## config.mk

```make
export PLATFORM = sky130hd
export DESIGN_NAME = csv_field_tokenizer_core
export DESIGN_NICKNAME = d
export VERILOG_FILES = /design/src/hw/rtl/cft_pkg.sv /design/src/hw/rtl/cft_parser.sv /design/src/hw/rtl/cft_out_fifo.sv /design/src/hw/rtl/csv_field_tokenizer_core.sv
export SDC_FILE = /design/constraint.sdc
export NUM_CORES = 1
export LEC_CHECK = 0
export ABC_AREA = 0
export BUFFER_PORTS_ARGS = -buffer_cell sky130_fd_sc_hd__buf_2
export CORE_MARGIN = 3
export CORE_UTILIZATION = 36
export CTS_BUF_LIST = sky130_fd_sc_hd__clkbuf_4
export DETAILED_ROUTE_END_ITERATION = 12
export PLACE_DENSITY = 0.66
export SLEW_MARGIN = 20
export SYNTH_ARGS = -nofsm -noshare
export SYNTH_HDL_FRONTEND = slang
export SYNTH_SLANG_ARGS = --single-unit
```

## constraint.sdc

```tcl
create_clock -name clk -period 4.7 [get_ports clk]
set_clock_uncertainty 0.1 [all_clocks]
set_input_delay 0.235 -clock clk [delete_from_list [all_inputs] [get_ports clk]]
set_output_delay 0.235 -clock clk [all_outputs]
set_load 0.03 [all_outputs]
```

## src/hw/rtl/cft_pkg.sv

```systemverilog
`timescale 1ns / 1ps

package cft_pkg;

  localparam int unsigned DefMaxColumns = 1023;
  localparam int unsigned DefMaxRows    = 65535;

  localparam logic [15:0] CH_CR = 16'd13;
  localparam logic [15:0] CH_LF = 16'd10;

  localparam logic [15:0] RST_DELIMITER = 16'd44;
  localparam logic [15:0] RST_QUOTE     = 16'd34;

  localparam logic [1:0] CFG_DELIMITER  = 2'd0;
  localparam logic [1:0] CFG_QUOTE      = 2'd1;
  localparam logic [1:0] CFG_IGNORE_DUP = 2'd2;
  localparam logic [1:0] CFG_START_LINE = 2'd3;

  typedef enum logic [2:0] {
    ST_START        = 3'd0,
    ST_QUOTED       = 3'd1,
    ST_MAYBE_END_Q  = 3'd2,
    ST_END_Q        = 3'd3,
    ST_MAYBE_NORMAL = 3'd4,
    ST_NORMAL       = 3'd5
  } parse_state_t;

  typedef enum logic [1:0] {
    RK_CHAR    = 2'd0,
    RK_COMMIT  = 2'd1,
    RK_DISCARD = 2'd2,
    RK_SUMMARY = 2'd3
  } result_kind_t;

  typedef struct packed {
    logic [15:0] delimiter_char;
    logic [15:0] quote_char;
    logic        ignore_duplicates;
    logic [15:0] start_line;
  } cfg_t;

  typedef struct packed {
    result_kind_t kind;
    logic [15:0]  ch;
    logic [15:0]  line;
    logic [9:0]   column;
    logic         last;
  } result_t;

endpackage

```

## src/hw/rtl/cft_parser.sv

```systemverilog
`timescale 1ns / 1ps

module cft_parser #(
  parameter int unsigned MAX_COLUMNS = cft_pkg::DefMaxColumns,
  parameter int unsigned MAX_ROWS    = cft_pkg::DefMaxRows
) (
  input  logic             clk,
  input  logic             rst_n,
  input  cft_pkg::cfg_t    cfg,
  input  logic             in_fire,
  input  logic             in_kind,
  input  logic [15:0]      in_char_code,
  input  logic             fifo_full,
  output cft_pkg::result_t res,
  output logic             res_push,
  output logic             sum_pend
);
  import cft_pkg::*;

  localparam int unsigned RW  = $clog2(MAX_ROWS + 1);
  localparam int unsigned CW  = $clog2(MAX_COLUMNS + 1);
  localparam int unsigned LW  = (RW > 16) ? RW : 16;
  localparam logic [RW-1:0] ROW_MAX = RW'(MAX_ROWS);
  localparam logic [CW-1:0] COL_MAX = CW'(MAX_COLUMNS);

  parse_state_t  st_r, st_nxt;
  logic [RW-1:0] row_r, row_nxt;
  logic [CW-1:0] col_r, col_nxt;
  logic [CW-1:0] wid_r, wid_nxt;
  logic          lwd_r, lwd_nxt;
  logic          txt_r, txt_nxt;
  logic          skip_r, skip_nxt;
  logic          pend_r, pend_nxt;
  result_t       sum_r, sum_nxt;

  logic          is_quote, is_delim, is_lf;
  logic          vis;
  logic [RW-1:0] row_inc, row_end;
  logic [CW-1:0] col_inc;
  logic [15:0]   line_cur, sum_line;
  logic          do_app, do_fin, do_col, do_row, emit_req;
  result_kind_t  emit_kind;
  logic [15:0]   emit_ch;
  result_t       sum_item;

  assign is_quote = (cfg.quote_char != 16'd0) && (in_char_code == cfg.quote_char);
  assign is_delim = (in_char_code == cfg.delimiter_char);
  assign is_lf    = (in_char_code == CH_LF);

  assign vis      = LW'(row_r) > LW'(cfg.start_line);
  assign row_inc  = (row_r < ROW_MAX) ? row_r + RW'(1) : row_r;
  assign col_inc  = (col_r < COL_MAX) ? col_r + CW'(1) : col_r;
  assign row_end  = txt_r ? row_inc : row_r;
  assign line_cur = 16'(LW'(row_r) - LW'(cfg.start_line));
  assign sum_line = (LW'(row_end) > LW'(cfg.start_line)) ?
                    16'(LW'(row_end) - LW'(cfg.start_line)) : 16'd0;

  assign sum_item = '{kind: RK_SUMMARY, ch: 16'd0, line: sum_line,
                      column: 10'(wid_r), last: 1'b1};

  assign sum_pend = pend_r;

  always_comb begin
    st_nxt    = st_r;
    row_nxt   = row_r;
    col_nxt   = col_r;
    wid_nxt   = wid_r;
    lwd_nxt   = lwd_r;
    txt_nxt   = txt_r;
    skip_nxt  = skip_r;
    pend_nxt  = pend_r;
    sum_nxt   = sum_r;
    do_app    = 1'b0;
    do_fin    = 1'b0;
    do_col    = 1'b0;
    do_row    = 1'b0;
    emit_req  = 1'b0;
    emit_kind = RK_CHAR;
    emit_ch   = 16'd0;
    res       = '{kind: RK_CHAR, ch: 16'd0, line: line_cur,
                  column: 10'(col_r), last: 1'b1};
    res_push  = 1'b0;

    if (pend_r) begin
      res      = sum_r;
      res_push = !fifo_full;
      pend_nxt = fifo_full;
    end else if (in_fire && in_kind) begin
      if (txt_r && vis) begin
        res.kind = RK_COMMIT;
        res.last = 1'b0;
        res_push = 1'b1;
        pend_nxt = 1'b1;
        sum_nxt  = sum_item;
      end else begin
        res      = sum_item;
        res_push = 1'b1;
      end
      st_nxt   = ST_START;
      row_nxt  = RW'(1);
      col_nxt  = CW'(1);
      wid_nxt  = '0;
      lwd_nxt  = 1'b0;
      txt_nxt  = 1'b0;
      skip_nxt = 1'b0;
    end else if (in_fire && !skip_r && in_char_code == CH_CR) begin
      skip_nxt = 1'b1;
    end else if (in_fire) begin
      skip_nxt = 1'b0;
      unique case (st_r)
        ST_QUOTED: begin
          if (is_quote) st_nxt = ST_MAYBE_END_Q;
          else do_app = 1'b1;
        end
        ST_MAYBE_END_Q: begin
          if (is_quote) begin
            do_app = 1'b1;
            st_nxt = ST_QUOTED;
          end else if (is_delim || is_lf) begin
            do_fin = 1'b1;
          end else begin
            st_nxt = ST_END_Q;
          end
        end
        ST_END_Q: begin
          if (is_delim || is_lf) do_fin = 1'b1;
        end
        ST_MAYBE_NORMAL, ST_NORMAL: begin
          if (st_r == ST_MAYBE_NORMAL && is_quote) begin
            emit_req  = 1'b1;
            emit_kind = RK_DISCARD;
            txt_nxt   = 1'b0;
            st_nxt    = ST_QUOTED;
          end else if (is_delim || is_lf) begin
            do_fin = 1'b1;
          end else begin
            do_app = 1'b1;
          end
        end
        default: begin
          if (is_quote) begin
            st_nxt = ST_QUOTED;
          end else if (is_delim) begin
            do_col = 1'b1;
            st_nxt = ST_START;
          end else if (is_lf) begin
            do_row = 1'b1;
            st_nxt = ST_START;
          end else begin
            do_app = 1'b1;
            st_nxt = ST_MAYBE_NORMAL;
          end
        end
      endcase

      if (do_app) begin
        txt_nxt   = 1'b1;
        emit_req  = 1'b1;
        emit_kind = RK_CHAR;
        emit_ch   = in_char_code;
      end
      if (do_fin) begin
        emit_req  = 1'b1;
        emit_kind = RK_COMMIT;
        txt_nxt   = 1'b0;
        st_nxt    = ST_START;
        if (is_lf) do_row = 1'b1;
        else do_col = 1'b1;
      end
      if (do_col) begin
        if (!cfg.ignore_duplicates || !lwd_r) col_nxt = col_inc;
        lwd_nxt = 1'b1;
      end
      if (do_row) begin
        row_nxt = row_inc;
        col_nxt = CW'(1);
      end
      if (!is_delim) lwd_nxt = 1'b0;
      if (col_nxt > wid_r) wid_nxt = col_nxt;

      res.kind = emit_kind;
      res.ch   = emit_ch;
      res_push = emit_req && vis;
    end
  end

  always_ff @(posedge clk) begin
    if (!rst_n) begin
      st_r   <= ST_START;
      row_r  <= RW'(1);
      col_r  <= CW'(1);
      wid_r  <= '0;
      lwd_r  <= 1'b0;
      txt_r  <= 1'b0;
      skip_r <= 1'b0;
      pend_r <= 1'b0;
    end else begin
      st_r   <= st_nxt;
      row_r  <= row_nxt;
      col_r  <= col_nxt;
      wid_r  <= wid_nxt;
      lwd_r  <= lwd_nxt;
      txt_r  <= txt_nxt;
      skip_r <= skip_nxt;
      pend_r <= pend_nxt;
    end
  end

  always_ff @(posedge clk) begin
    sum_r <= sum_nxt;
  end

`ifndef SYNTH
  a_wid_covers_col: assert property (@(posedge clk) disable iff (!rst_n)
    (wid_r >= col_r) || (col_r == CW'(1)))
    else $error("widest column below current column");

  a_pend_after_end_commit: assert property (@(posedge clk) disable iff (!rst_n)
    (in_fire && in_kind && txt_r && vis && !pend_r) |=> pend_r)
    else $error("summary not held after end commit");

  a_no_input_while_pend: assert property (@(posedge clk) disable iff (!rst_n)
    pend_r |-> !in_fire)
    else $error("input taken while summary pending");
`endif

endmodule

```

## src/hw/rtl/cft_out_fifo.sv

```systemverilog
`timescale 1ns / 1ps

module cft_out_fifo (
  input  logic             clk,
  input  logic             rst_n,
  input  logic             push,
  input  cft_pkg::result_t din,
  input  logic             pop,
  output cft_pkg::result_t dout,
  output logic             dout_valid,
  output logic             full
);
  import cft_pkg::*;

  result_t    mem_r [2];
  logic       wr_ptr_r, wr_ptr_nxt;
  logic       rd_ptr_r, rd_ptr_nxt;
  logic [1:0] count_r, count_nxt;
  logic       do_push, do_pop;

  assign dout_valid = (count_r != 2'd0);
  assign full       = (count_r == 2'd2);
  assign dout       = mem_r[rd_ptr_r];
  assign do_push    = push && !full;
  assign do_pop     = pop && dout_valid;

  always_comb begin
    wr_ptr_nxt = wr_ptr_r ^ do_push;
    rd_ptr_nxt = rd_ptr_r ^ do_pop;
    count_nxt  = count_r + 2'(do_push) - 2'(do_pop);
  end

  always_ff @(posedge clk) begin
    if (!rst_n) begin
      wr_ptr_r <= 1'b0;
      rd_ptr_r <= 1'b0;
      count_r  <= 2'd0;
    end else begin
      wr_ptr_r <= wr_ptr_nxt;
      rd_ptr_r <= rd_ptr_nxt;
      count_r  <= count_nxt;
    end
  end

  always_ff @(posedge clk) begin
    if (do_push) mem_r[wr_ptr_r] <= din;
  end

`ifndef SYNTH
  a_count_range: assert property (@(posedge clk) disable iff (!rst_n)
    count_r <= 2'd2)
    else $error("fifo count out of range");

  a_no_push_full: assert property (@(posedge clk) disable iff (!rst_n)
    !(push && full))
    else $error("result pushed into full fifo");

  a_hold_head: assert property (@(posedge clk) disable iff (!rst_n)
    (dout_valid && !pop) |=> (dout_valid && $stable(dout)))
    else $error("stalled result changed");
`endif

endmodule

```

## src/hw/rtl/csv_field_tokenizer_core.sv

```systemverilog
`timescale 1ns / 1ps
// csv field tokenizer
// input channel: in_kind/in_char_code, one character or an end marker per transaction
// output channel: field characters, commits, discards and the end summary, each
//   with row and column; out_is_last marks the final result of an input transaction
// config channel: cfg_index/cfg_data, always ready, write only while idle
// output: a result is written into the two-entry result fifo and shows on out_* from there
// throughput: one input transaction per cycle while in_ready is high; parse state is
//   updated in the same cycle that decides the character
// an end marker that flushes a pending field makes two results and holds input off
//   while the summary goes out, longer while the fifo is full
// hidden rows and a CR not right after a skipped CR consume input but give no result
// output stall: a two-entry result fifo absorbs a stall; in_ready drops when it
//   is full and the parser holds its state
// reset: synchronous, active low; registers return to defaults, state to row 1
//   column 1, fifo empty

module csv_field_tokenizer_core #(
  parameter int unsigned MAX_COLUMNS = cft_pkg::DefMaxColumns,
  parameter int unsigned MAX_ROWS    = cft_pkg::DefMaxRows
) (
  input  logic        clk,
  input  logic        rst_n,
  input  logic        in_valid,
  output logic        in_ready,
  input  logic        in_kind,
  input  logic [15:0] in_char_code,
  output logic        out_valid,
  input  logic        out_ready,
  output logic [1:0]  out_result_kind,
  output logic [15:0] out_char,
  output logic [15:0] out_line_index,
  output logic [9:0]  out_column_index,
  output logic        out_is_last,
  input  logic        cfg_valid,
  output logic        cfg_ready,
  input  logic [1:0]  cfg_index,
  input  logic [15:0] cfg_data
);
  import cft_pkg::*;

  cfg_t    cfg_r, cfg_nxt;
  result_t res, head;
  logic    res_push, fifo_full, sum_pend, in_fire;

  assign cfg_ready = 1'b1;
  assign in_ready  = !fifo_full && !sum_pend;
  assign in_fire   = in_valid && in_ready;

  always_comb begin
    cfg_nxt = cfg_r;
    if (cfg_valid) begin
      unique case (cfg_index)
        CFG_DELIMITER:  cfg_nxt.delimiter_char    = cfg_data;
        CFG_QUOTE:      cfg_nxt.quote_char        = cfg_data;
        CFG_IGNORE_DUP: cfg_nxt.ignore_duplicates = cfg_data[0];
        CFG_START_LINE: cfg_nxt.start_line        = cfg_data;
        default: ;
      endcase
    end
  end

  always_ff @(posedge clk) begin
    if (!rst_n) begin
      cfg_r <= '{delimiter_char: RST_DELIMITER, quote_char: RST_QUOTE,
                 ignore_duplicates: 1'b0, start_line: 16'd0};
    end else begin
      cfg_r <= cfg_nxt;
    end
  end

  cft_parser #(
    .MAX_COLUMNS(MAX_COLUMNS),
    .MAX_ROWS   (MAX_ROWS)
  ) u_parser (
    .clk         (clk),
    .rst_n       (rst_n),
    .cfg         (cfg_r),
    .in_fire     (in_fire),
    .in_kind     (in_kind),
    .in_char_code(in_char_code),
    .fifo_full   (fifo_full),
    .res         (res),
    .res_push    (res_push),
    .sum_pend    (sum_pend)
  );

  cft_out_fifo u_out_fifo (
    .clk       (clk),
    .rst_n     (rst_n),
    .push      (res_push),
    .din       (res),
    .pop       (out_ready),
    .dout      (head),
    .dout_valid(out_valid),
    .full      (fifo_full)
  );

  assign out_result_kind  = head.kind;
  assign out_char         = head.ch;
  assign out_line_index   = head.line;
  assign out_column_index = head.column;
  assign out_is_last      = head.last;

endmodule

```

==> out/metrics.cfg <==
[synthesis]
synth_xor_area_share_pct = 5.50
synthAdderAreaFrac_pct = 5.51
synth_top_family_by_area = simple AND/OR/NAND/NOR gates
synth_commonest_cells = nand2_1, edfxtp_1, dfxtp_1
syn_inst = 1164
synth_edf_count = 116
synth_top_area_share_pct = 30.0
synth_seq_cells = 213
synth_area_leaders = edfxtp_1, dfxtp_1, ha_1
synth_fp_nets = 1254
yosysTopAreaCell = edfxtp_1
yosysWarnings = 0
synth-compound-area-share_pct = 15.5
yosysMostFrequentCell = nand2_1
synth_ff_type = edfxtp_1
synth-simple-area-share_pct = 18.4
synth.area.mux_share_pct = 5.07
synth_cell_type_count = 81
async_flop_share_pct = 0
avgSynthCellArea_um2 = 9.98
ys_seq_area_share_pct = 46.7
synth_area_mm2 = 0.0116

[drt]
vias = 9668
vias_per_cell = 5.41
post-route-drc-count = 0
wl_um = 31100
drt_iter0_markers = 703
drt-wirelength-per-cell_um = 17.4
dr.pass1.iters = 5
ant_nets = 0

[sta]
rsz0062_at_grt = false
slew_headroom_pct = 31.8
final.period_utilization_pct = 94.3
period_minus_slack_ns = 4.43
worst_pin_slew_ns = 1.02
timing.setup.tns_ns = 0
setup_viol = 0
slew_violations = 0
hold_viol = 0
max_freq_mhz = 226

[placed_design]
io_buffers = 86
dp_cells = 1643
place_hpwl_um = 22300
place_congestion = 0.970

[global_routing]
grt_pass1_vias = 9336
antenna_found_initial = 3
grt_pass1_wl_um = 49300
grt_max_degree = 61
gr-usage-all-layers_pct = 17.9
grt-ovfl-total = 0

[clock_network]
cts_buffers = 55
tritoncts = yes
clkTransAtPathRegs_ns = 0.07
root_buffer = clkbuf_4
clockBufferDepth = 3
cts_sinks = 213
clk-insertion-delay-late_ns = 0.70
cts_max_level = 2

[flow_run]
maxCapViolations = 0

[worst_setup_path]
arrival_ns = 4.87
endpoint_kind = flop
slowest_stage = nor4_4
required_ns = 5.14
crit_fanout = 12
cpPeakStageDelay_ns = 0.54
crit_buf_inv = 1
critPathKind = flop to flop
cp-start-kind = flop
crit_chain = xnor2_1 > nand4_1 > nor4_4 > o2111ai_4 > nor3b_2 > buf_4 > nand4_1 > xnor2_2 > nor2_1 > ha_1 > nand4_1 > a21oi_1 > a211oi_1 > o21ai_0 > a21oi_1 > nand2b_1 > nor2_1 > a22o_1
crit_path_frequent_cell = nand4_1
cp_top_family = simple AND/OR/NAND/NOR gates

[pwr]
switching_share_pct = 33.8
p_clk_share_pct = 29.2
peakVddDrop_mv = 0.208
p_leak_nw = 5.28
p_seq_share_pct = 42.3
internal-power_mw = 3.63
p_per_area_mw_per_mm2 = 397
p_comb_share_pct = 28.6
p_sw_mw = 1.85

[floorplanning]
num_rows = 65
start_util_pct = 36.6
fp.dieW_um = 186
die_y_um = 186
num_io_pins = 88
die_area_mm2 = 0.0345
core_mm2 = 0.0317

[final_layout]
layoutNonFillerInstCount = 1786
drive_gt1_share_pct = 21.5
syn2layout_area_growth_pct = 18.9
layout.nets = 1429
post-route-util_pct = 43.6

[worst_hold_path]
hold_class = input pin to flop

[status]
status = finished, final reports clean

-- final timing paths --
kind,startpoint,endpoint,slack [ns],cells past startpoint
worst max-delay path,cfg_r[34]$_SDFFE_PN0P_,u_parser.wid_r[9]$_SDFFE_PN0P_,0.27,18
worst max register to register,cfg_r[34]$_SDFFE_PN0P_,u_parser.wid_r[9]$_SDFFE_PN0P_,0.27,18
worst min-delay path,rst_n,cfg_r[35]$_SDFFE_PN1P_,0.07,2
worst min register to register,u_parser.wid_r[8]$_SDFFE_PN0P_,u_parser.sum_r[9]$_DFFE_PP_,0.36,0
-- power by group through the flow --
stage | registers [mW] | logic, mW | clock network, mW
after CTS | 2.32 | 1.58 | 1.65
after global routing | 2.34 | 1.69 | 1.74
final | 2.32 | 1.57 | 1.60
after detailed placement | 2.36 | 1.55 | 0
after global placement | 2.35 | 1.54 | 0
after floorplan | 2.31 | 1.11 | 0
-- per-layer routing --
metal / vias up / track usage, % / wire length (µm)
met5: - / 0 / 27
met4: 4 / 7.95 / 1230
met1: 4572 / 22.2 / 13200
met2: 335 / 29.8 / 14700
li1: 4645 / - / -
met3: 112 / 4.38 / 1950
-- final cells by class --
class,count,area [µm²]
timing repair buffer,169,1150
inverter,46,173
antenna,1,2.50
clock inverter,15,71.3
fill,2987,17900
sequential,213,5430
clock buffer,86,646
tap,402,503
multi-input combinational,854,5840
-- placed cells by master (no fill, tap or decap), types with 43 or more instances in the layout --
| cell type | instances |
|---|---|
| a21boi_0 | 44 |
| inv_1 | 46 |
| edfxtp_1 | 116 |
| ha_1 | 46 |
| a21oi_1 | 43 |
| mux2_2 | 47 |
| nand2_1 | 156 |
| buf_4 | 43 |
| dfxtp_1 | 96 |
| nor2_1 | 75 |
| buf_2 | 86 |
| clkbuf_4 | 86 |
-- per-stage QoR --
step / worst slack [ns] / power, mW / instance area (µm²) / hold WS [ns]
after floorplan: 0.281 / 3.43 / 11600 / 0.259
after CTS: 0.143 / 5.55 / 13800 / 0.00466
after detailed placement: 0.221 / 3.91 / 12700 / 0.347
final: 0.266 / 5.48 / 13800 / 0.0699
after global placement: 0.265 / 3.89 / 12700 / 0.342
after global routing: 0.0380 / 5.77 / 13800 / 0.0412
-- cell families (layout without fill, tap and decap cells) --
group,Yosys count,count (layout)
AO/OA/AOI/OAI,253,253
adder cells (fa/ha/maj),50,50
XOR/XNOR,73,73
flip-flops,213,213
buffers and inverters,97,316
other,1,2
AND/OR/NAND/NOR,424,424
multiplexers,53,53
-- worst register-to-register path, delay by kind of cell, from the launching register on --
| kind | cells | cell delay, ns |
|---|---|---|
| flip-flops | 1 | 0.34 |
| AO/OA/AOI/OAI | 6 | 1.18 |
| buffers and inverters | 1 | 0.21 |
| XOR/XNOR | 2 | 0.47 |
| AND/OR/NAND/NOR | 8 | 1.63 |
| adder cells (fa/ha/maj) | 1 | 0.36 |
-- timing repair --
action                                  4_1_cts  5_1_grt
hold endpoints to repair                     86        0
resized for setup                             0        6
hold buffers                                 40        0
buffers inserted                              0        1
endpoints found under the setup margin        0       12
-- flip-flops by register name, summed over array words and instances (netlist names), named ones only --
register,count
u_parser.wid_r,10
u_out_fifo.wr_ptr_r,1
u_parser.skip_r,1
u_out_fifo.rd_ptr_r,1
u_parser.row_r,16
cfg_r,49
u_parser.sum_pend,1
u_out_fifo.mem_r,90
u_parser.txt_r,1
u_out_fifo.count_r,2
u_parser.lwd_r,1
u_parser.col_r,10
u_parser.sum_r,26
u_parser.st_r,3
No activity file was read; power rests on OpenSTA's default activity.
